===== config.mk =====
export PLATFORM = sky130hd
export DESIGN_NAME = fdtw_front
export DESIGN_NICKNAME = d
export VERILOG_FILES = /design/src/sv/fdtw_pkg.sv /design/src/sv/fdtw_front.sv
export SDC_FILE = /design/constraint.sdc
export NUM_CORES = 1
export LEC_CHECK = 0
export ABC_AREA = 1
export BUFFER_PORTS_ARGS = -buffer_cell sky130_fd_sc_hd__clkbuf_2
export CAP_MARGIN = 5
export CORE_MARGIN = 10
export CORE_UTILIZATION = 35
export DETAILED_ROUTE_END_ITERATION = 7
export PLACE_DENSITY_LB_ADDON = 0.1
export RECOVER_POWER = 25
export SYNTH_ARGS = -nofsm -noshare
export SYNTH_HDL_FRONTEND = slang
export SYNTH_SLANG_ARGS = --single-unit

===== constraint.sdc =====
create_clock -name clk_i -period 2.9 [get_ports clk_i]
set_input_delay 0.58 -clock clk_i [delete_from_list [all_inputs] [get_ports clk_i]]
set_output_delay 0.58 -clock clk_i [all_outputs]
set_load 0.02 [all_outputs]

===== src/sv/fdtw_pkg.sv =====
// fdtw_pkg: shared constants, codes and types of the devicetree structure walker
// no dependencies; used by every module of the walker
package fdtw_pkg;

  localparam int MAX_PATH_LEN  = 256;
  localparam int PATH_BITS     = $clog2(MAX_PATH_LEN);
  localparam int ROW_BITS      = PATH_BITS - 2;
  localparam int ROWS          = MAX_PATH_LEN / 4;
  localparam int POSITION_BITS = 24;
  localparam int DEPTH_BITS    = 8;
  localparam int STACK_DEPTH   = 1 << DEPTH_BITS;
  localparam int OUT_DEPTH     = 4;
  localparam int OUT_PTR_BITS  = $clog2(OUT_DEPTH);

  localparam logic [31:0] FDT_MAGIC = 32'hd00dfeed;

  // input commands
  localparam logic [1:0] CMD_START = 2'd0;
  localparam logic [1:0] CMD_WORD  = 2'd1;
  localparam logic [1:0] CMD_READ  = 2'd2;

  // structure tokens
  localparam logic [31:0] TOK_BEGIN_NODE = 32'd1;
  localparam logic [31:0] TOK_END_NODE   = 32'd2;
  localparam logic [31:0] TOK_PROP       = 32'd3;
  localparam logic [31:0] TOK_END        = 32'd9;

  // result kinds
  localparam logic [2:0] RK_STARTED   = 3'd0;
  localparam logic [2:0] RK_BAD_MAGIC = 3'd1;
  localparam logic [2:0] RK_PROPERTY  = 3'd2;
  localparam logic [2:0] RK_END_OK    = 3'd3;
  localparam logic [2:0] RK_OVERFLOW  = 3'd4;
  localparam logic [2:0] RK_UNBAL     = 3'd5;
  localparam logic [2:0] RK_OPEN_END  = 3'd6;
  localparam logic [2:0] RK_PATH_BYTE = 3'd7;

  // walk phases
  localparam logic [2:0] PH_IDLE  = 3'd0;
  localparam logic [2:0] PH_TOKEN = 3'd1;
  localparam logic [2:0] PH_NAME  = 3'd2;
  localparam logic [2:0] PH_PLEN  = 3'd3;
  localparam logic [2:0] PH_POFF  = 3'd4;
  localparam logic [2:0] PH_SKIP  = 3'd5;
  localparam logic [2:0] PH_HALT  = 3'd6;

  typedef enum logic [2:0] {
    OP_START_OK,
    OP_START_BAD,
    OP_WORD,
    OP_READ,
    OP_NONE
  } op_e;

  // classified request from the front to the back
  typedef struct packed {
    op_e                  op;
    logic                 tok_begin;
    logic                 tok_end_node;
    logic                 tok_prop;
    logic                 tok_end;
    logic [31:0]          word;
    logic [PATH_BITS-1:0] index;
  } item_t;

  typedef struct packed {
    logic [2:0]               kind;
    logic [31:0]              size;
    logic [31:0]              noff;
    logic [POSITION_BITS-1:0] doff;
    logic [7:0]               depth;
    logic [7:0]               plen;
    logic [7:0]               pbyte;
  } result_t;

endpackage


===== src/sv/fdtw_front.sv =====
// fdtw_front: accepts requests, decodes command and token, holds them in a short queue
// depends on fdtw_pkg
module fdtw_front (
  input  logic                             clk_i,
  input  logic                             rst_ni,
  input  logic                             push,
  output logic                             full,
  input  logic [1:0]                       cmd_i,
  input  logic [31:0]                      word_i,
  input  logic [fdtw_pkg::PATH_BITS-1:0]   path_index_i,
  output logic                             q_valid_o,
  output fdtw_pkg::item_t                  q_item_o,
  input  logic                             q_pop_i
);

  fdtw_pkg::item_t ent_q [2];
  fdtw_pkg::item_t cls;
  logic            wr_ptr_q, rd_ptr_q;
  logic [1:0]      cnt_q;
  logic            do_push;

  // classify the incoming request
  always_comb begin
    cls              = '0;
    cls.word         = word_i;
    cls.index        = path_index_i;
    cls.tok_begin    = (word_i == fdtw_pkg::TOK_BEGIN_NODE);
    cls.tok_end_node = (word_i == fdtw_pkg::TOK_END_NODE);
    cls.tok_prop     = (word_i == fdtw_pkg::TOK_PROP);
    cls.tok_end      = (word_i == fdtw_pkg::TOK_END);
    unique case (cmd_i)
      fdtw_pkg::CMD_START: begin
        cls.op = (word_i == fdtw_pkg::FDT_MAGIC) ? fdtw_pkg::OP_START_OK
                                                 : fdtw_pkg::OP_START_BAD;
      end
      fdtw_pkg::CMD_WORD: cls.op = fdtw_pkg::OP_WORD;
      fdtw_pkg::CMD_READ: cls.op = fdtw_pkg::OP_READ;
      default:            cls.op = fdtw_pkg::OP_NONE;
    endcase
  end

  assign full      = (cnt_q == 2'd2);
  assign do_push   = push && !full;
  assign q_valid_o = (cnt_q != 2'd0);
  assign q_item_o  = ent_q[rd_ptr_q];

  // two-entry queue storage
  always_ff @(posedge clk_i) begin
    if (do_push) begin
      ent_q[wr_ptr_q] <= cls;
    end
  end

  // queue pointers
  always_ff @(posedge clk_i or negedge rst_ni) begin
    if (!rst_ni) begin
      wr_ptr_q <= 1'b0;
      rd_ptr_q <= 1'b0;
      cnt_q    <= 2'd0;
    end else begin
      if (do_push) wr_ptr_q <= ~wr_ptr_q;
      if (q_pop_i) rd_ptr_q <= ~rd_ptr_q;
      cnt_q <= cnt_q + {1'b0, do_push} - {1'b0, q_pop_i};
    end
  end

endmodule


# Word level (Yosys, flattened, before mapping)
# Memories as Yosys holds them, arrays and structs flattened.
# Cells that the tools add are included.
dict set report totals {
  mem_count 1
  wordCells 24
  output_inout_bits 49
  ram_bits 94
  reg_bits 4
}
# name depth word_bits rd rd_clocked_by_memory_dff wr line_no
set mem_list {}
lappend mem_list {ent_q 2 47 1 0 1 fdtw_front.sv:16} ;# fdtw_pkg::item_t ent_q [2];
dict set report classes {
  bitwise_logic 2
  n_eq_ne 8
  mux 4
  n_reduce_logical 4
  n_addsub 2
}
# operator count
set op_table {}
lappend op_table {{$eq A32 B2 Y1 const B} 2}
lappend op_table {{$eq A32 B1 Y1 const B} 1}
lappend op_table {{$eq A32 B32 Y1 const B} 1}
lappend op_table {{$eq A32 B4 Y1 const B} 1}
lappend op_table {{$pmux W3 S3} 1}
lappend op_table {{$eq A2 B2 Y1 const B} 2}
lappend op_table {{$mux W1} 3}
lappend op_table {{$add A2 B1 Y2} 1}
lappend op_table {{$eq A2 B1 Y1 const B} 1}
lappend op_table {{$logic_not A2 Y1} 1}
lappend op_table {{$not A1 Y1} 2}
lappend op_table {{$reduce_bool A2 Y1} 1}
lappend op_table {{$sub A2 B1 Y2} 1}
lappend op_table {{$logic_and A1 B1 Y1} 1}
lappend op_table {{$logic_not A1 Y1} 1}

# Logic depth before layout (Yosys ltp)
dict set report logic_depth {
  ltp_word 5
  depth_mapped 8
  depth_no_buf 8
}

# Worst setup path before layout
# Ideal clock, no wire load.
dict set report synth_timing {
  kind {input to register}
  start {input port push}
  end {memory ent_q[0][0] (netlist bit) (enable)}
  arrival_time_ns 2.632
  slack_ns -0.183
  path_stages 2
  required_time_ns 2.449
  setup_time_ns 0.451
  path_cell_list {o21ai_2 > nor2_1}
}
dict set report synth_via {
  elab_chain_cells 3
}
# element line_no
set synth_lines {}
lappend synth_lines {{from (decl)} fdtw_front.sv:6} ;# input logic push,
lappend synth_lines {{$logic_and A1 B1 Y1} fdtw_front.sv:43} ;# assign do_push = push && !full;
lappend synth_lines {{$mux W1} fdtw_front.sv:49} ;# if (do_push) begin
lappend synth_lines {{$mux W1 (not written as such)} fdtw_front.sv:50} ;# ent_q[wr_ptr_q] <= cls;
lappend synth_lines {{to (decl)} fdtw_front.sv:16}
# Every way passes these cells.

==> impl_metrics.tcl <==
set metrics [dict create \
    grt_pass1_vias 2407 \
    most-common-layout-cells "edfxtp_1 (94), clkbuf_2 (67), nor2_1 (30)" \
    crit_required_ps 2320 \
    fin_nets 402 \
    final_area_um2 4940 \
    power_density_nw_per_um2 989 \
    wl_per_cell_um 16.2 \
    drive_gt1_share_pct 38.7 \
    slew_viol_final 0 \
    cts_made_buffers 9 \
    insertion_delay_ps 330 \
    antenna_found_initial 0 \
    die_x_um 127 \
    synth_fa_ha_area_share_pct 1.25 \
    max_freq_ghz 0.420 \
    cts_resized 0 \
    dr.first_iter.drc_count 80 \
    path_max_fanout 19 \
    placed_cells 484 \
    io_buffers 94 \
    grt_pass1_wl_mm 12.9 \
    hold_viol_final 0 \
    cts_tree "yes" \
    ys_seq_area_share_pct 72.9 \
    synth-seq-cells 98 \
    timing.rr.start "cnt_q[1]" \
    fin_skew_ps 5.63 \
    p_leak_nw 1.93 \
    drt-total-wl_mm 8.11 \
    clock_path_buffers 2 \
    yosys.cell_types.count 16 \
    post-place-ws_ps 836 \
    core_um2 11300 \
    fin_crit_sh_pct 82.2 \
    ant_nets 0 \
    synthSimpleGateAreaFrac_pct 6.65 \
    syn_nets 297 \
    start_util_pct 35.4 \
    num_antenna_cells 0 \
    postPlaceCellArea_um2 4710 \
    synth_top_family_by_area "multiplexers" \
    regArea_um2 2920 \
    outcome "complete, no violations" \
    cp-start-kind "flip-flop" \
    drv_cap 0 \
    drc 0 \
    syn_inst 247 \
    grt_usage_pct 10.1 \
    total_power_w 0.00489 \
    clock_sinks 98 \
    pin_count 95 \
    rsz0062_at_grt "false" \
    drtPass1Iterations 4 \
    dieArea_um2 16100 \
    area_growth_syn_to_layout_pct 23.3 \
    rows 39 \
    grt_max_degree 48 \
    peakVddDrop_mv 0.397 \
    worst_setup_path_end_kind "output pin" \
    hpwl_mm 5.77 \
    muxShareOfSynthArea_pct 15.1 \
    timing_worst_setup_path_type "reg -> out" \
    setup_violations 0 \
    hp-class "in -> async" \
    via_count 2229 \
    max_slew_margin_pct 55.5 \
    tightest_slew_ps 667 \
    gpl.final_weighted_congestion 0.733 \
    yosysWarnings 0 \
    final.fill_count 1063 \
    die_h_um 127 \
    final_common_cell "edfxtp_1" \
    syn-cell-area_um2 4010 \
    startpoint "rd_ptr_q" \
    multi_input_area_um2 980 \
    grt_overflow_total 0 \
    avgSynthCellArea_um2 16.2 \
    detail_route.vias_per_cell 4.46 \
    setup_ws_ps 518 \
    crit_arrival_ps 1800 \
    synth-compound-area-share_pct 0.218 \
    cts_hold_buf 0 \
    cts_setup_buffers 0 \
    fin_cells 500 \
    cts_root_buffer "clkbuf_16" \
    min_period_ps 2380 \
    htree_levels 3 \
    clk_pin_slew_worst_paths_ps 70 \
    synth_xor_area_share_pct 0.874 \
]
[registers in the layout (all words and copies together), names as in the netlist]
register / count
rd_ptr_q: 1
cnt_q: 2
wr_ptr_q: 1
ent_q: 94
[worst paths after layout]
kind,endpoint,slack (ps),cells after the start
max,q_item_o[8],520,3
min,cnt_q[0],80,1
min in group clk_i,ent_q[0][1],440,1
max reg2reg,ent_q[0][39],1230,4
min reg2reg,cnt_q[0],580,1
max in group asynchronous,rd_ptr_q,2600,1
[where the power goes]
group          total [W]  leakage (nW)  switching (W)  internal (W)
combinational    0.00174         0.879        0.00101      0.000736
clock            0.00107         0.130       0.000488      0.000583
sequential       0.00207         0.920       0.000134       0.00194
[area by class of cell]
type,instances,area share [%]
Clock buffer,10,4.63
Clock inverter,6,0.860
Inverter,21,1.59
Multi-Input combinational cell,123,19.8
Sequential cell,98,59.1
Tap cell,143,3.62
Timing Repair Buffer,99,10.3
[through the flow]
step	hold WS (ps)	setup TNS, ps	util, %
after floorplan	284	-17220	-
after global placement	407	0	41.6
after detailed placement	402	0	41.6
after CTS	41.8	0	44.0
after global routing	106	0	43.7
final	81.1	0	43.7
[cell usage after synthesis]
| cell | n | area (um^2) |
|---|---|---|
| edfxtp_1 | 94 | 2820 |
| nor2_1 | 32 | 120 |
| nand2_1 | 28 | 105 |
| mux2_2 | 27 | 304 |
| inv_1 | 21 | 78.8 |
| mux2_4 | 20 | 300 |
| dfrtp_1 | 4 | 100 |
| ha_1 | 4 | 50.1 |
| nand3_1 | 4 | 20.0 |
| buf_6 | 3 | 33.8 |
| xor2_1 | 3 | 26.3 |
| buf_2 | 2 | 10.0 |
| nand3b_1 | 2 | 15.0 |
| o21ai_2 | 1 | 8.76 |
| or2_2 | 1 | 6.26 |
| xnor2_1 | 1 | 8.76 |
[worst max-delay path, cell delays in order, from the launching register on]
cell and delay, ps:
dfrtp_2 690, buf_12 250, mux2_2 360, clkbuf_2 160
[layer usage]
layer,up-vias,GRT usage (%),share of wire [%]
li1,1091,-,-
met1,1073,11.9,43
met2,56,17.0,50
met3,9,3.47,5.9
met4,0,3.42,1.3
met5,-,0,0
[kinds of logic (layout without fill, tap and decap cells)]
group	Yosys count	count (layout)
flip-flops	98	98
XOR/XNOR	4	4
multiplexers	47	47
buffers and inverters	26	136
AO/OA/AOI/OAI	1	1
AND/OR/NAND/NOR	67	67
adder cells (fa/ha/maj)	4	4
(Power assumes the default switching activity.)
