File: config.mk
export PLATFORM = sky130hd
export DESIGN_NAME = fdtw_back
export DESIGN_NICKNAME = d
export VERILOG_FILES = /design/src/sv/fdtw_pkg.sv /design/src/sv/fdtw_back.sv
export SDC_FILE = /design/constraint.sdc
export NUM_CORES = 2
export LEC_CHECK = 0
export BUFFER_PORTS_ARGS = -buffer_cell sky130_fd_sc_hd__buf_2
export CORE_ASPECT_RATIO = 2
export CORE_UTILIZATION = 55
export CTS_BUF_LIST = sky130_fd_sc_hd__clkbuf_8 sky130_fd_sc_hd__clkbuf_16
export DETAILED_ROUTE_END_ITERATION = 12
export PLACE_DENSITY = 0.72
export SLEW_MARGIN = 20
export SYNTH_ARGS = -nofsm -noshare
export SYNTH_HDL_FRONTEND = slang
export SYNTH_MEMORY_MAX_BITS = 65536
export SYNTH_SLANG_ARGS = --single-unit
export TNS_END_PERCENT = 5
File: constraint.sdc
create_clock -name clk_i -period 6.61 [get_ports clk_i]
set_input_delay 1.983 -clock clk_i [delete_from_list [all_inputs] [get_ports clk_i]]
set_output_delay 1.983 -clock clk_i [all_outputs]
set_load 0.05 [all_outputs]
File: src/sv/fdtw_pkg.sv
// fdtw_pkg: shared constants, codes and types of the devicetree structure walker
// no dependencies; used by every module of the walker
package fdtw_pkg;

  localparam int MAX_PATH_LEN  = 256;
  localparam int PATH_BITS     = $clog2(MAX_PATH_LEN);
  localparam int ROW_BITS      = PATH_BITS - 2;
  localparam int ROWS          = MAX_PATH_LEN / 4;
  localparam int POSITION_BITS = 24;
  localparam int DEPTH_BITS    = 8;
  localparam int STACK_DEPTH   = 1 << DEPTH_BITS;
  localparam int OUT_DEPTH     = 4;
  localparam int OUT_PTR_BITS  = $clog2(OUT_DEPTH);

  localparam logic [31:0] FDT_MAGIC = 32'hd00dfeed;

  // input commands
  localparam logic [1:0] CMD_START = 2'd0;
  localparam logic [1:0] CMD_WORD  = 2'd1;
  localparam logic [1:0] CMD_READ  = 2'd2;

  // structure tokens
  localparam logic [31:0] TOK_BEGIN_NODE = 32'd1;
  localparam logic [31:0] TOK_END_NODE   = 32'd2;
  localparam logic [31:0] TOK_PROP       = 32'd3;
  localparam logic [31:0] TOK_END        = 32'd9;

  // result kinds
  localparam logic [2:0] RK_STARTED   = 3'd0;
  localparam logic [2:0] RK_BAD_MAGIC = 3'd1;
  localparam logic [2:0] RK_PROPERTY  = 3'd2;
  localparam logic [2:0] RK_END_OK    = 3'd3;
  localparam logic [2:0] RK_OVERFLOW  = 3'd4;
  localparam logic [2:0] RK_UNBAL     = 3'd5;
  localparam logic [2:0] RK_OPEN_END  = 3'd6;
  localparam logic [2:0] RK_PATH_BYTE = 3'd7;

  // walk phases
  localparam logic [2:0] PH_IDLE  = 3'd0;
  localparam logic [2:0] PH_TOKEN = 3'd1;
  localparam logic [2:0] PH_NAME  = 3'd2;
  localparam logic [2:0] PH_PLEN  = 3'd3;
  localparam logic [2:0] PH_POFF  = 3'd4;
  localparam logic [2:0] PH_SKIP  = 3'd5;
  localparam logic [2:0] PH_HALT  = 3'd6;

  typedef enum logic [2:0] {
    OP_START_OK,
    OP_START_BAD,
    OP_WORD,
    OP_READ,
    OP_NONE
  } op_e;

  // classified request from the front to the back
  typedef struct packed {
    op_e                  op;
    logic                 tok_begin;
    logic                 tok_end_node;
    logic                 tok_prop;
    logic                 tok_end;
    logic [31:0]          word;
    logic [PATH_BITS-1:0] index;
  } item_t;

  typedef struct packed {
    logic [2:0]               kind;
    logic [31:0]              size;
    logic [31:0]              noff;
    logic [POSITION_BITS-1:0] doff;
    logic [7:0]               depth;
    logic [7:0]               plen;
    logic [7:0]               pbyte;
  } result_t;

endpackage

File: src/sv/fdtw_back.sv
// fdtw_back: carries out classified requests, keeps the path store and the length stack
// depends on fdtw_pkg
module fdtw_back (
  input  logic                  clk_i,
  input  logic                  rst_ni,
  input  logic                  q_valid_i,
  input  fdtw_pkg::item_t       q_item_i,
  output logic                  q_pop_o,
  input  logic                  room_i,
  output logic                  res_valid_o,
  output fdtw_pkg::result_t     res_o
);

  localparam int PB = fdtw_pkg::PATH_BITS;
  localparam int DB = fdtw_pkg::DEPTH_BITS;
  localparam int RB = fdtw_pkg::ROW_BITS;
  localparam int PS = fdtw_pkg::POSITION_BITS;

  // walk state
  logic [2:0]    phase_q, phase_d;
  logic [PB-1:0] plen_q, plen_d;
  logic [DB-1:0] depth_q, depth_d;
  logic [PS-1:0] pos_q, pos_d;
  logic [30:0]   skip_q, skip_d;
  logic [31:0]   psize_q, psize_d;
  logic [PB-1:0] top_q, top_d, below_q, below_d, rd_q;

  // path store banks, one byte lane per address low bits
  logic [7:0]    bank_mem [4][fdtw_pkg::ROWS];
  logic [7:0]    rdata_q [4];
  logic [1:0]    rsel_q;

  // length stack memory, holds the entries spilled from the cached top, below included
  logic [PB-1:0] stack_mem [fdtw_pkg::STACK_DEPTH];
  logic          st_we;

  logic          fire, emit;
  fdtw_pkg::result_t res_d, s2_q;
  logic          s2_valid_q;

  // name byte handling
  logic [7:0]    nb [4];
  logic [4:0]    cont;
  logic [PB:0]   naddr [4];
  logic [3:0]    nwr;
  logic          novf;
  logic [2:0]    ncnt;
  logic [3:0]    bwe;
  logic [RB-1:0] brow [4];
  logic [7:0]    bdata [4];
  logic [1:0]    bj [4];
  logic [32:0]   skip_sum;

  assign fire    = q_valid_i && room_i;
  assign q_pop_o = fire;

  // per-byte append decisions for a name word
  always_comb begin
    cont[0] = 1'b1;
    novf    = 1'b0;
    ncnt    = 3'd0;
    for (int j = 0; j < 4; j++) begin
      nb[j]      = q_item_i.word[31-8*j -: 8];
      cont[j+1]  = cont[j] && (nb[j] != 8'd0);
      naddr[j]   = {1'b0, plen_q} + (PB+1)'(j);
      nwr[j]     = cont[j] && (naddr[j] < (PB+1)'(fdtw_pkg::MAX_PATH_LEN - 1));
      novf       = novf || (cont[j] && !nwr[j]);
      ncnt       = ncnt + {2'b0, nwr[j]};
    end
    for (int k = 0; k < 4; k++) begin
      bj[k]    = 2'(k) - plen_q[1:0];
      bwe[k]   = fire && (q_item_i.op == fdtw_pkg::OP_WORD) && (phase_q == fdtw_pkg::PH_NAME)
                 && nwr[bj[k]];
      brow[k]  = naddr[bj[k]][PB-1:2];
      bdata[k] = (nb[bj[k]] == 8'd0) ? 8'h2f : nb[bj[k]];
    end
  end

  assign skip_sum = {1'b0, psize_q} + 33'd3;

  // request execution
  always_comb begin
    phase_d = phase_q;
    plen_d  = plen_q;
    depth_d = depth_q;
    pos_d   = pos_q;
    skip_d  = skip_q;
    psize_d = psize_q;
    top_d   = top_q;
    below_d = below_q;
    st_we   = 1'b0;
    emit    = 1'b0;
    res_d   = '0;
    if (fire) begin
      unique case (q_item_i.op)
        fdtw_pkg::OP_START_BAD: begin
          phase_d    = fdtw_pkg::PH_IDLE;
          emit       = 1'b1;
          res_d.kind = fdtw_pkg::RK_BAD_MAGIC;
        end
        fdtw_pkg::OP_START_OK: begin
          phase_d    = fdtw_pkg::PH_TOKEN;
          plen_d     = '0;
          depth_d    = '0;
          pos_d      = '0;
          skip_d     = '0;
          psize_d    = '0;
          emit       = 1'b1;
          res_d.kind = fdtw_pkg::RK_STARTED;
        end
        fdtw_pkg::OP_READ: begin
          emit       = 1'b1;
          res_d.kind = fdtw_pkg::RK_PATH_BYTE;
        end
        fdtw_pkg::OP_WORD: begin
          if (phase_q != fdtw_pkg::PH_IDLE && phase_q != fdtw_pkg::PH_HALT) begin
            pos_d = pos_q + PS'(1);
            unique case (phase_q)
              fdtw_pkg::PH_TOKEN: begin
                priority if (q_item_i.tok_begin) begin
                  st_we   = (depth_q != '0);
                  below_d = top_q;
                  top_d   = plen_q;
                  depth_d = depth_q + DB'(1);
                  phase_d = fdtw_pkg::PH_NAME;
                end else if (q_item_i.tok_end_node) begin
                  if (depth_q == '0) begin
                    phase_d    = fdtw_pkg::PH_HALT;
                    emit       = 1'b1;
                    res_d.kind = fdtw_pkg::RK_UNBAL;
                  end else begin
                    depth_d = depth_q - DB'(1);
                    plen_d  = top_q;
                    top_d   = below_q;
                    below_d = rd_q;
                  end
                end else if (q_item_i.tok_prop) begin
                  phase_d = fdtw_pkg::PH_PLEN;
                end else if (q_item_i.tok_end) begin
                  phase_d    = fdtw_pkg::PH_HALT;
                  emit       = 1'b1;
                  res_d.kind = (depth_q == '0) ? fdtw_pkg::RK_END_OK : fdtw_pkg::RK_OPEN_END;
                end else begin
                  phase_d = phase_q;
                end
              end
              fdtw_pkg::PH_NAME: begin
                plen_d = plen_q + PB'(ncnt);
                if (novf) begin
                  phase_d    = fdtw_pkg::PH_HALT;
                  emit       = 1'b1;
                  res_d.kind = fdtw_pkg::RK_OVERFLOW;
                end else if (!cont[4]) begin
                  phase_d = fdtw_pkg::PH_TOKEN;
                end
              end
              fdtw_pkg::PH_PLEN: begin
                psize_d = q_item_i.word;
                phase_d = fdtw_pkg::PH_POFF;
              end
              fdtw_pkg::PH_POFF: begin
                skip_d     = skip_sum[32:2];
                phase_d    = (skip_sum[32:2] != 31'd0) ? fdtw_pkg::PH_SKIP : fdtw_pkg::PH_TOKEN;
                emit       = 1'b1;
                res_d.kind = fdtw_pkg::RK_PROPERTY;
                res_d.size = psize_q;
                res_d.noff = q_item_i.word;
                res_d.doff = pos_d;
              end
              fdtw_pkg::PH_SKIP: begin
                if (skip_q != 31'd0) skip_d = skip_q - 31'd1;
                if (skip_q <= 31'd1) phase_d = fdtw_pkg::PH_TOKEN;
              end
              default: phase_d = fdtw_pkg::PH_HALT;
            endcase
          end
        end
        default: phase_d = phase_q;
      endcase
    end
    res_d.depth = 8'(depth_d);
    res_d.plen  = 8'(plen_d);
  end

  // path store writes and registered read
  always_ff @(posedge clk_i) begin
    for (int k = 0; k < 4; k++) begin
      if (bwe[k]) bank_mem[k][brow[k]] <= bdata[k];
      rdata_q[k] <= bank_mem[k][q_item_i.index[PB-1:2]];
    end
    rsel_q <= q_item_i.index[1:0];
  end

  // length stack: push spills old top, read keeps the third entry ready
  always_ff @(posedge clk_i) begin
    if (st_we) stack_mem[depth_q - DB'(1)] <= top_q;
    rd_q <= stack_mem[depth_d - DB'(3)];
  end

  // result stage payload
  always_ff @(posedge clk_i) begin
    if (emit) s2_q <= res_d;
    top_q   <= top_d;
    below_q <= below_d;
  end

  // walk control state
  always_ff @(posedge clk_i or negedge rst_ni) begin
    if (!rst_ni) begin
      phase_q    <= fdtw_pkg::PH_IDLE;
      plen_q     <= '0;
      depth_q    <= '0;
      pos_q      <= '0;
      skip_q     <= '0;
      psize_q    <= '0;
      s2_valid_q <= 1'b0;
    end else begin
      phase_q    <= phase_d;
      plen_q     <= plen_d;
      depth_q    <= depth_d;
      pos_q      <= pos_d;
      skip_q     <= skip_d;
      psize_q    <= psize_d;
      s2_valid_q <= emit;
    end
  end

  // path byte joins the result after the registered read
  always_comb begin
    res_o = s2_q;
    res_o.pbyte = (s2_q.kind == fdtw_pkg::RK_PATH_BYTE) ? rdata_q[rsel_q] : 8'd0;
  end
  assign res_valid_o = s2_valid_q;

endmodule

======== Word level (Yosys, flattened, before mapping) ========
Memories as Yosys holds them, arrays and structs flattened. A register that Yosys moved wholly into a read port is not among the register bits.
Cells that the tools add are included.
word-level totals
  bits in registers ....................... 230
  memory bits (writable) .................. 4128
  bits of input ports ..................... 51
  output and inout port bits .............. 117
  word-level logic and storage cells ...... 271
  memories ................................ 3
memory list
  memory     words  width  read ports  clocked after Yosys merged registers in  wr ports  RTL line         source
  bank_mem   4      512    4           0                                        4         fdtw_back.sv:29  logic [7:0] bank_mem [4][fdtw_pkg::ROWS];
  stack_mem  256    8      1           1                                        1         fdtw_back.sv:34  logic [PB-1:0] stack_mem [fdtw_pkg::STACK_DEPTH];
  rdata_q    4      8      1           1                                        4         fdtw_back.sv:30  logic [7:0] rdata_q [4];
cells by class
  add/subtract/negate cells ............... 17
  $lt $le $gt $ge ......................... 22
  equality and inequality tests ........... 19
  multiplexer cells ....................... 134
  bitwise operators ....................... 9
  reductions and logical operators ........ 52
operators with widths
  kind                                                        count
  2-to-1 mux 512 bit                                          4
  2-to-1 mux 8 bit                                            50
  binary-select mux 8 bit (select 6 bit)                      4
  demux 8 bit (select 6 bit)                                  4
  case mux 31 bit (2 select lines)                            2
  2-to-1 mux 91 bit                                           1
  2-to-1 mux 88 bit                                           1
  binary-select mux 9 bit (select 2 bit)                      4
  binary-select mux 8 bit (select 2 bit)                      4
  2-to-1 mux 32 bit                                           2
  case mux 32 bit (2 select lines)                            1
  2-to-1 mux 31 bit                                           2
  nonzero test 31 bit                                         2
  2-to-1 mux 3 bit                                            17
  case mux 24 bit (2 select lines)                            1
  case mux 8 bit (2 select lines)                             3
  zero test 8 bit                                             5
  nonzero test 8 bit                                          5
  greater-or-equal comparator 7 bit, second input constant    5
  NOT 6 -> 7 bit                                              5
  adder 32 x 2 -> 33 bit, second input constant               1
  <= comparator 31 x 1 -> 1 bit, second input constant        1
  subtractor 31 x 1 -> 31 bit, second input constant          1
  less-than comparator 7 x 1 -> 1 bit, second input constant  4
  46 further kinds                                            124

======== Logic depth before layout (Yosys ltp) ========
  word-level depth ........................ 13
  mapped depth ............................ 25
  gate-level depth less buffers ........... 19

======== Least setup slack after synthesis ========
No wires, ideal clock.
  kind .................................... input to register
  start point ............................. input q_item_i[44] in the netlist's numbering
  end point ............................... register rd_q[6], read port of stack_mem
  setup time .............................. 128 ps
  arrival time ............................ 7248 ps
  required time ........................... 6482 ps
  slack ................................... -766 ps
  cell stages on the path ................. 23
  cells stage by stage .................... clkbuf_1 > nand4bb_1 > nor2_1 > and2_1 > mux2_2 > buf_6 > buf_8 > buf_12 > buf_12 > buf_4 > buf_4 > ha_1 > clkbuf_1 > clkbuf_1 > buf_1 > clkbuf_1 > clkbuf_1 > mux4_2 > nand2_1 > nand3_1 > and4b_1 > nor4_1 > nand3_1
between the ends
  word-level cells in the longest chain between the ends .. 4
  elaborated cells on any way between the ends .. 5
  those cells by class .................... 1 x add/sub; 1 x eq/ne; 2 x mux; 1 x reduce/logical
RTL lines
  item                                                             RTL line          source
  start, declared                                                  fdtw_back.sv:7    input fdtw_pkg::item_t q_item_i,
  equality test 3 x 2 -> 1 bit or zero test 3 bit (tied branches)  fdtw_back.sv:95   unique case (q_item_i.op)
  case mux 8 bit (2 select lines) (*)                              fdtw_back.sv:95
  2-to-1 mux 8 bit (*)                                             fdtw_back.sv:94   if (fire) begin
  net depth_d[0]                                                   fdtw_back.sv:22   logic [DB-1:0] depth_q, depth_d;
  subtractor 8 x 2 -> 8 bit (*)                                    fdtw_back.sv:197  rd_q <= stack_mem[depth_d - DB'(3)];
  end, declared                                                    fdtw_back.sv:26   logic [PB-1:0] top_q, top_d, below_q, below_d, rd_q;
The timed path passes the listed nets; every way through them passes the cells marked *.
A chain may end at the register's enable or synchronous reset.

======== Final worst setup path ========
  start point ............................. input q_item_i[43] in the netlist's numbering
  end point ............................... register rd_q[1], read port of stack_mem
between the ends
  word-level cells in the longest chain between the ends .. 6
RTL lines
  item                             RTL line          source
  2-to-1 mux 8 bit                 fdtw_back.sv:120  priority if (q_item_i.tok_begin) begin
  2-to-1 mux 8 bit                 fdtw_back.sv:118  unique case (phase_q)
  2-to-1 mux 8 bit                 fdtw_back.sv:116  if (phase_q != fdtw_pkg::PH_IDLE && phase_q != fdtw_pkg::PH_HALT) begin
  case mux 8 bit (2 select lines)  fdtw_back.sv:95
  2-to-1 mux 8 bit                 fdtw_back.sv:94
  subtractor 8 x 2 -> 8 bit        fdtw_back.sv:197
Every way passes these cells.

==> flow_summary.rst <==
.. list-table::
   :header-rows: 1

   * - Metric
     - Value
   * - Result of the run
     - finished, final reports clean
   * - Tmin final
     - 5870 ps
   * - Final number of max-transition violations
     - 0
   * - Kind of end point of the critical path
     - register
   * - Synth area leaders
     - edfxtp_1, mux4_2, dfrtp_1
   * - Vias in the first global route
     - 90,000
   * - Post-route DRC
     - 0
   * - Data arrival time at the worst-slack endpoint
     - 6720 ps
   * - Layout fillers
     - 21,000
   * - TritonCTS buffer count
     - 366
   * - Overall power of the completed layout
     - 62.6 mW
   * - Count of standard-cell rows
     - 291
   * - Critical path start-end classification
     - primary input to register
   * - Routability congestion estimate
     - 0.990
   * - Pre-antenna DRT Iters
     - 6
   * - Fraction of the cycle the final worst path needs
     - 88.9%
   * - Maximum clock insertion buffer count
     - 4
   * - Synthesis Warnings
     - 0
   * - Quantity of I/O buffers inserted on ports
     - 167
   * - Non-filler cells in the finished layout
     - 13,200
   * - Leakage dissipation
     - 60.7 nW
   * - Total via count after detailed routing
     - 87,000
   * - Starting DRT DRC Count
     - 10,000
   * - Post-route worst hold slack
     - 503 ps
   * - Mean area per synthesized cell
     - 20.6 um2
   * - Layout area overhead
     - 11.8%
   * - Total number of H-tree levels
     - 5
   * - Seq cells post-synth
     - 4,368
   * - Library cell used as clock root buffer
     - clkbuf_16
   * - Setup repair after global routing missed its margin
     - false
   * - Pin count of the biggest net entering global routing
     - 255
   * - Max-cap viol count
     - 0
   * - Instance count of the mapped netlist
     - 8,399
   * - Number of primary I/O pins
     - 168
   * - First-pass GRT wire length
     - 662,000 um
   * - Final number of setup-violating endpoints
     - 0
   * - Prevailing post-synth register cell
     - edfxtp_1
   * - Global-route total usage across every layer
     - 29.8%
   * - CTS hold repair buffers
     - 0
   * - Wire length per cell
     - 35.3 um
   * - Library cell with the largest summed area after synthesis
     - edfxtp_1
   * - Unique masters post-synth
     - 88
   * - Floorplan die height
     - 796 um
   * - GRT overflow
     - 0
   * - Synth top cells by count
     - edfxtp_1, mux4_2, nor2_1
   * - Req. time, crit path
     - 7460 ps
   * - Synthesized netlist net count
     - 8,470
   * - Finished Core Util
     - 61.7%
   * - Setup skew after layout
     - 74.9 ps
   * - Fraction of post-synthesis cell area in the top cell type by area
     - 73.2%
   * - Post-route ant nets
     - 0
   * - Worst VDD drop
     - 0.280 mV
   * - Measured slew at the worst slew-check pin
     - 1320 ps
   * - DIE WIDTH
     - 399 um
   * - Hold Vio Cnt, Final
     - 0
   * - Setup TNS
     - 0 ps
   * - Core area
     - 313,000 um2
   * - Number of antenna violations at the first check in global routing
     - 19
   * - Total routed wirelength
     - 468,000 um
   * - Worst hold path type
     - register to register
   * - Clock input transition at the sequential cells of the worst setup and hold paths
     - 70 ps
   * - Combined area of all synthesized cells
     - 173,000 um2
   * - Fraction of layout cells with a size suffix above 1
     - 27.0%
   * - Most repeated cell in the gate-level netlist after synthesis
     - edfxtp_1
   * - Routed via count divided by cell count
     - 6.57
   * - Die ar.
     - 317,000 um2
   * - Number of sinks handled by clock tree synthesis
     - 4,368
   * - Post-CTS setup buffer count
     - 0
   * - Footprint of the multi-input gates
     - 41,000 um2
   * - Clock tree from TritonCTS
     - built
   * - Worst-Skew Late Latency
     - 970 ps
   * - Number of synthesized flops with an enable pin
     - 4,219
   * - Power Density
     - 324 nW/um2
   * - Max-slew headroom
     - 11.3%
   * - Ys async rst share
     - 2.45%
   * - Detailed placer's ending HPWL
     - 314,000 um
   * - Register area
     - 130,000 um2
   * - Starting utilization of the core area
     - 55.2%
   * - Fmax achieved
     - 170 MHz
   * - Sequential cell area fraction in the yosys report
     - 75.2%
   * - Number of nets at the end of the flow
     - 8,901
   * - Critical Path Source Type
     - primary input
   * - Number of cells after detailed placement
     - 12,600
   * - Worst-path maximum fanout
     - 43
   * - Number of gates resized after CTS
     - 0
[area by class of cell]
| type | instances | area share (%) |
|---|---|---|
| Antenna cell | 15 | 0.0194 |
| Clock buffer | 385 | 4.92 |
| Clock inverter | 285 | 1.68 |
| Inverter | 35 | 0.0679 |
| Multi-Input combinational cell | 3533 | 21.2 |
| Sequential cell | 4368 | 67.3 |
| Tap cell | 4102 | 2.65 |
| Timing Repair Buffer | 526 | 2.20 |
[per-stage QoR]
step | worst slack, ps | instance area [um2]
after floorplan | -59.4 | 173000
after global routing | 672 | 194000
after global placement | -352 | 181000
after CTS | 643 | 193000
after detailed placement | -189 | 181000
final | 735 | 194000
[flip-flops by register name, indices dropped and copies added (netlist names), named ones only]
register,count
bank_mem,2048
below_q,8
depth_q,8
phase_q,3
plen_q,8
pos_q,24
psize_q,32
rd_q,8
rdata_q,32
res_o,107
res_valid_o,1
skip_q,31
stack_mem,2048
top_q,8
[per-layer routing]
metal  wire length [um]  track usage [%]
met2             249000             52.4
met4              42900             22.8
met3              29900             4.15
met1             147000             32.2
met5                 52                0
[cells in the final DEF, fill, tap and decap left out, drive strengths merged, types with 17 or more instances in the layout]
cell type / count
buf: 526
nor4: 38
a22oi: 24
nor2: 626
and3: 71
o21ai: 181
xor2: 36
edfxtp: 4219
nand2b: 23
clkinvlp: 27
nor2b: 32
mux2: 30
bufinv: 65
a32oi: 22
nor3: 58
dfxtp: 42
mux2i: 86
clkinv: 130
nand3: 106
dfrtp: 107
a21oi: 92
and2: 107
mux4: 1256
clkbuf: 385
a31oi: 27
nand4: 32
xnor2: 52
inv: 98
ha: 17
nand2: 417
[cell families after synthesis]
kind of cell / Yosys count / synth area share, %
adder cells (fa/ha/maj): 20 / 0.158
buffers and inverters: 498 / 1.29
XOR/XNOR: 88 / 0.445
AND/OR/NAND/NOR: 1585 / 4.17
AO/OA/AOI/OAI: 468 / 1.72
flip-flops: 4368 / 75.2
multiplexers: 1372 / 17.0
[critical path, cell delays in order]
cell      delay, ps
buf_2           130
nor4b_2         370
a211oi_4        120
and2_4          270
mux2_8          380
ha_4            380
buf_4           590
mux4_2          400
and3_1          340
a211oi_1         90
a31oi_1         830
a21boi_0        230
buf_4           190
o221a_1         240
o211ai_1         80
[path summary, 6_finish.rpt]
check	cells past startpoint	end	slack, ps	from
min in group asynchronous	1	pos_q[23]	1170	rst_ni
max in group asynchronous	2	skip_q[8]	4040	rst_ni
max	15	rd_q[1]	740	q_item_i[43]
min	2	skip_q[15]	500	skip_q[15]
max reg2reg	16	rd_q[1]	740	depth_q[0]
min reg2reg	2	skip_q[15]	500	skip_q[15]
[power breakdown]
| part | switching (mW) | total, mW | internal, mW |
|---|---|---|---|
| registers | 0.136 | 30.4 | 30.3 |
| logic | 5.50 | 9.09 | 3.59 |
| clock network | 10.1 | 23.1 | 13.1 |
| total | 15.7 | 62.6 | 47.0 |
(Power assumes the default switching activity.)
