<file path="config.mk">
export PLATFORM = sky130hd
export DESIGN_NAME = fdtw_result_fifo
export DESIGN_NICKNAME = d
export VERILOG_FILES = /design/src/sv/fdtw_pkg.sv /design/src/sv/fdtw_result_fifo.sv
export SDC_FILE = /design/constraint.sdc
export NUM_CORES = 1
export LEC_CHECK = 0
export ABC_AREA = 1
export CAP_MARGIN = 25
export CORE_UTILIZATION = 55
export DETAILED_ROUTE_END_ITERATION = 7
export DONT_BUFFER_PORTS = 1
export PLACE_DENSITY = 0.7
export SYNTH_ARGS = -nofsm -noshare
export SYNTH_HDL_FRONTEND = slang
export SYNTH_SLANG_ARGS = --single-unit
</file>
<file path="constraint.sdc">
create_clock -name clk_i -period 4.4 [get_ports clk_i]
set_input_delay 0.66 -clock clk_i [delete_from_list [all_inputs] [get_ports clk_i]]
set_output_delay 0.66 -clock clk_i [all_outputs]
set_load 0.01 [all_outputs]
</file>
<file path="src/sv/fdtw_pkg.sv">
// fdtw_pkg: shared constants, codes and types of the devicetree structure walker
// no dependencies; used by every module of the walker
package fdtw_pkg;

  localparam int MAX_PATH_LEN  = 256;
  localparam int PATH_BITS     = $clog2(MAX_PATH_LEN);
  localparam int ROW_BITS      = PATH_BITS - 2;
  localparam int ROWS          = MAX_PATH_LEN / 4;
  localparam int POSITION_BITS = 24;
  localparam int DEPTH_BITS    = 8;
  localparam int STACK_DEPTH   = 1 << DEPTH_BITS;
  localparam int OUT_DEPTH     = 4;
  localparam int OUT_PTR_BITS  = $clog2(OUT_DEPTH);

  localparam logic [31:0] FDT_MAGIC = 32'hd00dfeed;

  // input commands
  localparam logic [1:0] CMD_START = 2'd0;
  localparam logic [1:0] CMD_WORD  = 2'd1;
  localparam logic [1:0] CMD_READ  = 2'd2;

  // structure tokens
  localparam logic [31:0] TOK_BEGIN_NODE = 32'd1;
  localparam logic [31:0] TOK_END_NODE   = 32'd2;
  localparam logic [31:0] TOK_PROP       = 32'd3;
  localparam logic [31:0] TOK_END        = 32'd9;

  // result kinds
  localparam logic [2:0] RK_STARTED   = 3'd0;
  localparam logic [2:0] RK_BAD_MAGIC = 3'd1;
  localparam logic [2:0] RK_PROPERTY  = 3'd2;
  localparam logic [2:0] RK_END_OK    = 3'd3;
  localparam logic [2:0] RK_OVERFLOW  = 3'd4;
  localparam logic [2:0] RK_UNBAL     = 3'd5;
  localparam logic [2:0] RK_OPEN_END  = 3'd6;
  localparam logic [2:0] RK_PATH_BYTE = 3'd7;

  // walk phases
  localparam logic [2:0] PH_IDLE  = 3'd0;
  localparam logic [2:0] PH_TOKEN = 3'd1;
  localparam logic [2:0] PH_NAME  = 3'd2;
  localparam logic [2:0] PH_PLEN  = 3'd3;
  localparam logic [2:0] PH_POFF  = 3'd4;
  localparam logic [2:0] PH_SKIP  = 3'd5;
  localparam logic [2:0] PH_HALT  = 3'd6;

  typedef enum logic [2:0] {
    OP_START_OK,
    OP_START_BAD,
    OP_WORD,
    OP_READ,
    OP_NONE
  } op_e;

  // classified request from the front to the back
  typedef struct packed {
    op_e                  op;
    logic                 tok_begin;
    logic                 tok_end_node;
    logic                 tok_prop;
    logic                 tok_end;
    logic [31:0]          word;
    logic [PATH_BITS-1:0] index;
  } item_t;

  typedef struct packed {
    logic [2:0]               kind;
    logic [31:0]              size;
    logic [31:0]              noff;
    logic [POSITION_BITS-1:0] doff;
    logic [7:0]               depth;
    logic [7:0]               plen;
    logic [7:0]               pbyte;
  } result_t;

endpackage

</file>
<file path="src/sv/fdtw_result_fifo.sv">
// fdtw_result_fifo: small result queue toward the consumer
// depends on fdtw_pkg
module fdtw_result_fifo (
  input  logic                                clk_i,
  input  logic                                rst_ni,
  input  logic                                wr_i,
  input  fdtw_pkg::result_t                   wr_data_i,
  input  logic                                inflight_i,
  output logic                                room_o,
  output logic                                empty,
  input  logic                                pop,
  output fdtw_pkg::result_t                   head_o
);

  localparam int PW = fdtw_pkg::OUT_PTR_BITS;

  fdtw_pkg::result_t   mem_q [fdtw_pkg::OUT_DEPTH];
  logic [PW-1:0]       wr_ptr_q, rd_ptr_q;
  logic [PW:0]         cnt_q;
  logic                do_pop;

  assign empty  = (cnt_q == '0);
  assign do_pop = pop && !empty;
  assign head_o = mem_q[rd_ptr_q];
  // room counts the result still in flight
  assign room_o = ((cnt_q + {{PW{1'b0}}, inflight_i}) < (PW+1)'(fdtw_pkg::OUT_DEPTH));

  // storage
  always_ff @(posedge clk_i) begin
    if (wr_i) mem_q[wr_ptr_q] <= wr_data_i;
  end

  // pointers and count
  always_ff @(posedge clk_i or negedge rst_ni) begin
    if (!rst_ni) begin
      wr_ptr_q <= '0;
      rd_ptr_q <= '0;
      cnt_q    <= '0;
    end else begin
      if (wr_i)   wr_ptr_q <= wr_ptr_q + PW'(1);
      if (do_pop) rd_ptr_q <= rd_ptr_q + PW'(1);
      cnt_q <= cnt_q + {{PW{1'b0}}, wr_i} - {{PW{1'b0}}, do_pop};
    end
  end

endmodule

</file>
=== Word-level counts from Yosys, hierarchy flattened ===
Memories as Yosys holds them, arrays and structs flattened.
Index checks and enable logic that the tools add are counted.

* Output and inout bits: 117
* Word-level logic and storage cells: 15
* RAM bits: 460
* Register bits after elaboration: 7
* Bits in latches: 0
* Memories kept: 1
* Memory bits (read-only): 0
* Input bits: 120

* Multiply operators: 0
* Divide/modulo/power cells: 0
* Reductions and logical operators: 3
* $add $sub $neg: 5
* Muxes and demuxes: 2
* $lt $le $gt $ge: 1
* Equal/unequal tests: 0
* Shift operators: 0
* Bitwise gates (word level): 0

{| class="wikitable"
|+ Memory list
! name !! depth !! bits a word !! read ports !! clocked after memory_dff !! write ports !! RTL line !! text
|-
| mem_q || 4 || 115 || 1 || 0 || 1 || fdtw_result_fifo.sv:17 || <nowiki>fdtw_pkg::result_t mem_q [fdtw_pkg::OUT_DEPTH];</nowiki>
|}

{| class="wikitable"
|+ Operator list
! cell !! count
|-
| $add A3 B1 Y3 || 2
|-
| $add A2 B1 Y2 const B || 2
|-
| $logic_not A3 Y1 || 1
|-
| $lt A3 B3 Y1 const B || 1
|-
| $sub A3 B1 Y3 || 1
|-
| $mux W1 || 2
|-
| $logic_and A1 B1 Y1 || 1
|-
| $logic_not A1 Y1 || 1
|}

=== Logic depth before layout (Yosys ltp) ===
Gate-level depths: netlist of the first run.

* Word-level depth: 4
* Depth in mapped cells: 12
* Depth with buffers taken out: 12

=== Worst setup path before layout of the first run ===
Ideal clock, no wire load.

* Path type: input to register
* From: input wr_i
* To: memory mem_q[0][0] (netlist name), enable pin
* Stages: 3
* Library setup time: 0.469 ns
* Arrival: 3.183 ns
* Setup slack: 0.748 ns
* Path buffers: 1
* Required time: 3.931 ns
* Cell sequence: clkbuf_1 > nand2_1 > inv_1

* Word-level cells in the longest chain between the ends: 2

{| class="wikitable"
|+ RTL lines
! element !! RTL line !! text
|-
| start, declared || fdtw_result_fifo.sv:6 || <nowiki>input logic wr_i,</nowiki>
|-
| $mux W1 || fdtw_result_fifo.sv:30 || <nowiki>if (wr_i) mem_q[wr_ptr_q] <= wr_data_i;</nowiki>
|-
| $mux W1 (not written as such) || fdtw_result_fifo.sv:30 ||
|-
| end, declared || fdtw_result_fifo.sv:17 ||
|}

Every way passes these cells.

==> impl_metrics.csv, run 1 <==
group,metric,value,unit
status,outcome,"finished, final reports clean",
clock_tree,cts.clk_slew.worst_paths,0.07,ns
timing,fin_setup_tns,0,ns
timing,finalMaxSlewViolations,0,
worst_hold_path,min_path_type,"input port to register",
grt,gr-total-overflow,0,
routing,vias_per_cell,5.18,
floorplanning,chipWidth,185,um
synthesis,synthAdderAreaFrac,0.00514,
timing,fin_crit_sh,0.756,
synthesis,ys_seq_area_frac,0.756,
cells_and_area,n_fill_cell,2496,
timing,relSlewSlack,0.363,
synthesis,synth_compound_area_frac,0.0624,
floorplanning,core,32900,um^2
timing,timing.final.setup_violations,0,
routing,wirelength,33.9,mm
synthesis,synth_top_family_by_area,"simple AND/OR/NAND/NOR gates",
timing,fmaxAchievable,0.301,GHz
routing,avgRoutedWirePerCell,17.2,um
routing,drc,0,
worst_setup_path,crit_path_end_kind,"output port",
clock_tree,cts_setup_buffers,0,
synthesis,yosysMostFrequentCell,"edfxtp_1",
grt,grtUsageTotal,0.199,
cells_and_area,diodes,0,
cells_and_area,layout-drive-gt1-share,0.0521,
timing,skew,0.0125,ns
synthesis,ys_ff_latch,467,
place,dp_hpwl,19.0,mm
synthesis,synthCells,1511,
worst_setup_path,cp_max_fo,69,
power_and_ir_drop,power_density,677,nW/um^2
synthesis,synthTopCellsByCount,"460 x edfxtp_1, 361 x nand2_1, 231 x nor2_1",
worst_setup_path,arrival,2.66,ns
synthesis,synth.area.top_cells,"edfxtp_1 75%, nand2_1 7.3%, nor2_1 4.7%",
routing,wl_met2,16.0,mm
routing,ant_nets,0,
cells_and_area,finalNonFillerCells,1977,
routing,met1_length,13.7,mm
synthesis,synth_edf_count,460,
synthesis,synth_area_leader_cell,"edfxtp_1",
grt,grt_pass1_vias,10000,
synthesis,synth_ff_type,"edfxtp_1",
routing,via_count,10200,
place,io_buffer_count,0,
clock_tree,htreeDepth,2,
synthesis,synthXorXnorAreaFrac,0.00189,
grt,grt_pass1_wl,52.6,mm
place,place_inst,1889,
timing,rsz0062_at_grt,"false",
worst_setup_path,crit_type,"register to output port",
synthesis,yosys.area_share.simple,0.121,
power_and_ir_drop,total_power,13.7,mW
synthesis,syn_area,18500,um^2
floorplanning,die-area,34400,um^2
synthesis,yosys.cell_types.count,19,
power_and_ir_drop,leakagePower,7.63,nW
floorplanning,fp.dieH,185,um
clock_tree,cts_tree,"yes",
worst_setup_path,required,3.74,ns
clock_tree,cts_resized,0,
clock_tree,clock-sinks,467,
grt,antenna_found_initial,0,
routing,topRoutingLayerUsed,"met4",
routing,drt_iter0_drc,717,
clock_tree,worstSkewPairLatency,0.53,ns
cells_and_area,area_growth,9.24,%
cells_and_area,nets,1625,
place,place.gp.congestion,0.746,
routing,wl_met3,3.48,mm
synthesis,syn_nets,1638,
floorplanning,io-pin-count,237,
timing,tightest_slew,0.956,ns
synthesis,synthMuxAreaShare,0,
floorplanning,start_util,0.563,
synthesis,yosys_warnings,0,
power_and_ir_drop,ir_drop,0.481,mV
synthesis,synth_top_area_share,0.746,
clock_tree,root_buffer,"clkbuf_16",
job,maxCapViolations,0,
grt,grt_max_degree,198,
timing,final-hold-violation-count,0,
routing,firstDrtPassIters,5,
timing,hold-worst-slack,0.217,ns
clock_tree,clk_path_buf_depth,3,
floorplanning,row_count,66,
timing,period_minus_slack,3.32,ns
synthesis,synth_async_sr_flop_share,0.0150,
synthesis,syn_area_per_cell,12.3,um^2
clock_tree,cts_made_buffers,46,
worst_setup_path,crit_path_start_kind,"register",
placed cells by master, fill, tap and decap left out:
cell type and n:
buf_12 5, buf_16 2, buf_4 7, bufinv_16 2, clkbuf_1 10, clkbuf_16 49
clkinv_1 17, clkinv_2 7, clkinvlp_4 1, dfrtp_1 6, dfrtp_4 1, dlygate4sd3_1 1
edfxtp_1 460, fa_1 1, ha_1 6, inv_1 124, inv_4 3, inv_6 3
nand2_1 361, nand3_1 3, nor2_1 231, o21ai_0 114, o21ai_1 117, xnor2_1 1
xor2_1 3
timing repair:
item | 4_1_cts | 5_1_grt
hold buffers | 1 | 0
hold endpoints to repair | 7 | 0
endpoints found under the setup margin | 0 | 0
per-stage QoR:
step,util,setup WS (ns),area [um^2]
2_1_floorplan,-,0.748,18500
3_3_place_gp,0.570,1.56,18700
3_5_place_dp,0.570,1.56,18700
4_1_cts,0.614,0.985,20200
5_1_grt,0.615,0.776,20200
6_report,0.615,1.08,20200
logic make-up after synthesis:
group	Yosys count
xor gates and xnor gates	4
AOI/OAI and AO/OA	231
and+or+nand+nor	595
DFF	467
buffers and inverters	207
adders and majority gates	7
registers in the layout, indices dropped and copies added, names as in the netlist:
| signal | count |
|---|---|
| cnt_q | 3 |
| wr_ptr_q | 2 |
| mem_q | 460 |
| rd_ptr_q | 2 |
power breakdown:
part           internal (mW)  switching [mW]  leakage, nW  total (mW)
clock network           2.14            1.53        0.697        3.66
registers               5.82           0.255         4.31        6.07
logic                  0.977            2.98         2.62        3.96
area by class of cell:
type                            count  area [um^2]  area share
Clock buffer                       59         1260      0.0625
Clock inverter                     26          163     0.00804
Inverter                          131          514      0.0254
Multi-Input combinational cell    837         3520       0.174
Sequential cell                   467        14000       0.692
Tap cell                          442          553      0.0273
Timing Repair Buffer               15          218      0.0108
critical path, stage by stage, from the launching register on:
cell and delay (ns):
dfrtp_4 0.70, inv_4 0.71, buf_4 0.42, o21ai_0 0.15
nand2_1 0.13
per-layer routing:
metal	track usage	vias to the layer above
met3	0.0697	52
met1	0.245	4819
met5	0	-
met4	0.0575	0
met2	0.334	313
li1	-	5054
final timing paths:
check | from | to | slack, ns | cells past startpoint
worst max-delay path | rd_ptr_q[0] | head_o[114] | 1.08 | 4
worst min-delay path | wr_data_i[72] | mem_q[0][72] | 0.22 | 0
worst max register to register | wr_ptr_q[0] | mem_q[2][77] | 2.24 | 5
worst min register to register | wr_ptr_q[0] | wr_ptr_q[0] | 0.54 | 1
max in group asynchronous | rst_ni | rd_ptr_q[0] | 3.65 | 1
min in group asynchronous | rst_ni | rd_ptr_q[0] | 0.47 | 1
Power figures use the tool's default switching activity.
==> run 2, diff against run 1 <==
- PLACE_DENSITY: 0.7 -> 0.73
- clock period: 4.4 -> 2.7 ns (I/O delays scaled with it)
==> run 2 against run 1 <==
Global-route usage up 0.99 points; die area unchanged; power up 67%; clock skew up 0.0097 ns; critical path depth up 1; cell count up 6.3%; combinational power up 78%; first-iteration DRC count up 21%; clock power up 62%; critical endpoint is now head_o[92]; largest cell class unchanged; highest routed layer is now met5.
==> impl_metrics.csv, run 2 (synthesis results as in run 1) <==
group,metric,value,unit
place,io_buffer_count,0,
cells_and_area,finalNonFillerCells,2101,
cells_and_area,finalCoreUtilization,0.656,
cells_and_area,multiInputGateArea,3560,um^2
clock_tree,htreeDepth,2,
cells_and_area,area_growth,16.5,%
worst_setup_path,r2r_slack,0.69,ns
grt,grt_pass1_wl,55.2,mm
place,dp_hpwl,19.8,mm
floorplanning,start_util,0.563,
routing,drt_iter0_drc,866,
clock_tree,cts_made_buffers,46,
cells_and_area,largest-register,"mem_q",
clock_tree,cts_setup_buffers,0,
floorplanning,chipWidth,185,um
place,place.gp.congestion,0.791,
worst_hold_path,min_path_type,"input port to register",
grt,antenna_found_initial,4,
cells_and_area,regArea,14000,um^2
cells_and_area,nets,1748,
routing,wirelength,36.2,mm
cells_and_area,n_fill_cell,2322,
cells_and_area,layout_common_cells,"460 x edfxtp_1, 351 x nand2_1, 231 x nor2_1",
floorplanning,io-pin-count,237,
floorplanning,die-area,34400,um^2
power_and_ir_drop,leakagePower,8.14,nW
floorplanning,fp.dieH,185,um
timing,timing.final.setup_violations,0,
worst_setup_path,crit_type,"register to output port",
cells_and_area,reg_top3,"mem_q: 460 flops, cnt_q: 3 flops",
routing,ant_nets,0,
worst_setup_path,reg2regPathDepth,10,
worst_setup_path,timing.rr.start,"cnt_q[1]",
timing,tightest_slew,0.494,ns
grt,grt_pass1_vias,10600,
grt,grtUsageTotal,0.209,
clock_tree,cts_tree,"yes",
clock_tree,clock-sinks,467,
place,place_inst,1897,
cells_and_area,largest_register_ffs,460,
cells_and_area,layout-drive-gt1-share,0.0634,
worst_setup_path,arrival,2.21,ns
timing,fin_crit_sh,0.970,
routing,drc,0,
grt,gr-total-overflow,0,
grt,grt_max_degree,130,
clock_tree,clk_path_buf_depth,3,
worst_hold_path,whs_endpoint,"rd_ptr_q[0]",
power_and_ir_drop,power_density,1060,nW/um^2
routing,vias_per_cell,5.22,
worst_hold_path,min_path_cells,3,
timing,finalMaxSlewViolations,0,
floorplanning,core,32900,um^2
cells_and_area,stdcell_area,21600,um^2
worst_setup_path,r2r_end,"cnt_q[1]",
routing,firstDrtPassIters,5,
worst_setup_path,required,2.30,ns
timing,fmaxAchievable,0.382,GHz
timing,relSlewSlack,0.670,
clock_tree,worstSkewPairLatency,0.55,ns
routing,avgRoutedWirePerCell,17.2,um
worst_hold_path,hp-start,"pop",
status,outcome,"finished, final reports clean",
floorplanning,row_count,66,
timing,final-hold-violation-count,0,
power_and_ir_drop,total_power,22.9,mW
clock_tree,cts.clk_slew.worst_paths,0.07,ns
worst_setup_path,crit_path_start_kind,"register",
cells_and_area,final_common_cell,"edfxtp_1",
timing,skew,0.0222,ns
clock_tree,root_buffer,"clkbuf_16",
job,maxCapViolations,0,
routing,via_count,11000,
timing,period_minus_slack,2.62,ns
power_and_ir_drop,ir_drop,0.966,mV
place,place_area,18900,um^2
worst_setup_path,cp_max_fo,113,
timing,rsz0062_at_grt,"true",
worst_setup_path,crit_path_end_kind,"output port",
run 2: timing repair:
action / CTS / global route
endpoints found under the setup margin: 0 / 16
resized for setup: 0 / 9
endpoints found under the hold margin: 471 / 0
hold buffers: 118 / 0
run 2: worst max-delay path by stage:
stage	from	slack, ns	endpoint
global route	rd_ptr_q[0]	-0.05	head_o[44]
global placement	cnt_q[1]	0.76	cnt_q[1]
CTS	rd_ptr_q[0]	0.10	head_o[44]
floorplan	wr_ptr_q[0]	-0.07	mem_q[2][0]
detailed placement	rd_ptr_q[0]	0.70	head_o[44]
finish	rd_ptr_q[0]	0.08	head_o[92]
run 2: layer usage:
metal | track usage | wire (um) | share of wire
met4 | 0.0698 | 897 | 0.025
met5 | 0 | 11 | 0.00030
met1 | 0.255 | 14300 | 0.39
met3 | 0.0624 | 3230 | 0.089
met2 | 0.357 | 17800 | 0.49
run 2: cell type report:
| cell class | count | area share |
|---|---|---|
| Inverter | 131 | 0.0238 |
| Multi-Input combinational cell | 837 | 0.165 |
| Tap cell | 442 | 0.0256 |
| Clock buffer | 57 | 0.0582 |
| Timing Repair Buffer | 138 | 0.0711 |
| Clock inverter | 26 | 0.00708 |
| Antenna cell | 3 | 0.000348 |
| Sequential cell | 467 | 0.649 |
run 2: metrics by stage:
step                worst slack [ns]  hold slack [ns]  TNS [ns]
floorplan                    -0.0732            0.109    -28.26
global placement               0.757            0.110         0
detailed placement             0.698            0.110         0
CTS                            0.102           0.0220         0
global route                 -0.0490           0.0288   -0.0884
finish                        0.0814           0.0430         0
run 2: critical path: stages (launching register included):
cell	delay [ns]
dfrtp_4	0.68
buf_16	0.36
nand2_1	0.12
o21ai_1	0.13
nand2_1	0.13
nand2_2	0.14
run 2: where the power goes:
| group | internal, mW | switching [mW] | leakage [nW] |
|---|---|---|---|
| Combinational | 1.89 | 5.18 | 3.14 |
| Clock | 3.39 | 2.54 | 0.690 |
| Sequential | 9.47 | 0.395 | 4.31 |
| Total | 14.7 | 8.11 | 8.14 |
==> run 3, diff against run 2 <==
- CELL_PAD_IN_SITES_DETAIL_PLACEMENT: unset -> 1
- CELL_PAD_IN_SITES_GLOBAL_PLACEMENT: unset -> 2
- CORE_UTILIZATION: 55 -> 40
- CTS_BUF_LIST: unset -> sky130_fd_sc_hd__clkbuf_2
- HOLD_SLACK_MARGIN: unset -> 0.08
- PLACE_DENSITY: 0.73 -> unset
- PLACE_DENSITY_LB_ADDON: unset -> 0.1
==> run 3 against run 2 <==
The flow now finishes with violations (setup timing); hold slack gained 0.46 ns; count of clock-buffer cells in the layout grew 104; sequential power grew 0.5%; non-clock buffer count grew 205; global-route usage grew 1.1 points; register-to-register slack lost 0.05 ns; power grew 22%; via count grew 16%; first-iteration DRC count shrank 36%; critical path type unchanged; critical endpoint is now head_o[35].
==> impl_metrics.csv, run 3 (synthesis results as in run 1) <==
group,metric,value,unit
status,outcome,"complete, but fails checks",
status,violations,"setup timing",
timing,rsz0062_at_grt,"true",
cells_and_area,largest-register,"mem_q",
routing,drt_iter0_drc,552,
timing,period_minus_slack,2.99,ns
worst_setup_path,crit_path_end_kind,"output port",
timing,fin_crit_sh,1.11,
grt,gr-total-overflow,0,
floorplanning,row_count,78,
worst_setup_path,cp_max_fo,9,
worst_hold_path,min_path_type,"input port to register",
worst_setup_path,required,2.30,ns
clock_tree,cts.clk_slew.worst_paths,0.10,ns
power_and_ir_drop,p_clk_frac,0.176,
worst_setup_path,arrival,2.59,ns
power_and_ir_drop,comb_power_share,0.469,
routing,vias_per_cell,4.90,
clock_tree,cts_tree,"yes",
routing,avgRoutedWirePerCell,22.4,um
timing,relSlewSlack,0.623,
power_and_ir_drop,ir_drop,0.530,mV
clock_tree,clk_path_buf_depth,3,
grt,grt_max_degree,68,
cells_and_area,reg_top3,"mem_q: 460 flops, cnt_q: 3 flops",
routing,ant_nets,0,
cells_and_area,nets,2027,
place,place_inst,2066,
cells_and_area,layout_common_cells,"460 x edfxtp_1, 238 x dlygate4sd3_1, 237 x nand2_1",
cells_and_area,final_common_cell,"edfxtp_1",
timing,final-hold-violation-count,0,
cells_and_area,largest_register_ffs,460,
power_and_ir_drop,power_density,1100,nW/um^2
place,dp_hpwl,24.2,mm
cells_and_area,area_growth,38.0,%
floorplanning,die-area,47200,um^2
floorplanning,start_util,0.407,
clock_tree,cts_made_buffers,115,
grt,grtUsageTotal,0.221,
job,maxCapViolations,0,
cells_and_area,layout-drive-gt1-share,0.285,
grt,grt_pass1_wl,77.3,mm
timing,setup_ws,-0.292,ns
timing,skew,0.0534,ns
power_and_ir_drop,leakagePower,9.79,nW
timing,timing.final.setup_violations,115,
floorplanning,core,45500,um^2
timing,fmaxAchievable,0.334,GHz
timing,finalMaxSlewViolations,0,
routing,drc,0,
cells_and_area,finalNonFillerCells,2597,
grt,grt_pass1_vias,13400,
power_and_ir_drop,pwr-share-seq,0.354,
timing,tightest_slew,0.565,ns
worst_setup_path,crit_type,"register to output port",
clock_tree,worstSkewPairLatency,1.14,ns
floorplanning,io-pin-count,237,
power_and_ir_drop,total_power,28.0,mW
clock_tree,htreeDepth,3,
worst_setup_path,crit_path_start_kind,"register",
place,io_buffer_count,0,
power_and_ir_drop,p_int,16.5,mW
routing,firstDrtPassIters,6,
power_and_ir_drop,switching_share,0.409,
power_and_ir_drop,p_switching,11.5,mW
place,place_ws,0.625,ns
routing,wirelength,58.1,mm
place,place.gp.congestion,0.722,
floorplanning,fp.dieH,217,um
routing,via_count,12700,
grt,antenna_found_initial,2,
clock_tree,root_buffer,"clkbuf_2",
floorplanning,chipWidth,217,um
clock_tree,clock-sinks,467,
-- run 3: path summary, 6_finish.rpt --
| path | startpoint | to | slack, ns | cells past startpoint |
|---|---|---|---|---|
| worst max-delay path | rd_ptr_q[0] | head_o[35] | -0.29 | 6 |
| worst max register to register | cnt_q[1] | cnt_q[2] | 0.64 | 11 |
| worst min-delay path | wr_data_i[48] | mem_q[0][48] | 0.51 | 2 |
| min in group asynchronous | rst_ni | rd_ptr_q[0] | 0.69 | 3 |
| max in group asynchronous | rst_ni | rd_ptr_q[1] | 1.68 | 3 |
| worst min register to register | wr_ptr_q[0] | wr_ptr_q[0] | 0.56 | 1 |
-- run 3: area by class of cell --
cell class / count / area [um^2]
Antenna cell: 2 / 5.00
Clock buffer: 161 / 806
Clock inverter: 51 / 313
Fill cell: 4574 / 19900
Inverter: 131 / 539
Multi-Input combinational cell: 837 / 4580
Sequential cell: 467 / 14000
Tap cell: 600 / 751
Timing Repair Buffer: 343 / 4510
Timing Repair inverter: 5 / 58.8
-- run 3: metal layers --
layer	track usage	wire, um
met1	0.245	22900
met2	0.402	30700
met3	0.0565	2780
met4	0.0845	1770
met5	0	0
-- run 3: worst max-delay path: stages (launching register included) --
cell and delay [ns]:
dfrtp_4 0.51, buf_12 0.17, buf_16 0.15, clkbuf_16 0.17
o21ai_0 0.23, nand2_1 0.11, nand2_2 0.09
-- run 3: what timing repair did --
item | 4_1_cts | 5_1_grt
hold buffers | 238 | 0
pin swaps | 42 | 120
buffers inserted | 17 | 3
cloned | 21 | 39
resized for setup | 246 | 267
setup endpoints to repair | 115 | 115
endpoints found under the hold margin | 791 | 0
-- run 3: power by group through the flow --
stage / combinational, mW / clock (mW) / sequential [mW]
2_1_floorplan: 5.39 / 0 / 9.96
3_3_place_gp: 7.38 / 0 / 9.95
3_5_place_dp: 7.49 / 0 / 9.99
4_1_cts: 10.4 / 5.08 / 9.87
5_1_grt: 14.1 / 5.47 / 10.0
6_report: 13.1 / 4.94 / 9.92
-- run 3: metrics by stage --
step                setup TNS, ns  hold WS (ns)  area [um^2]   util
floorplan                  -28.26         0.109        18600      -
global placement                0         0.110        19300  0.424
detailed placement              0         0.110        19300  0.424
CTS                        -34.07         0.369        23900  0.525
global route               -37.44         0.421        25600  0.562
finish                     -19.97         0.506        25600  0.562
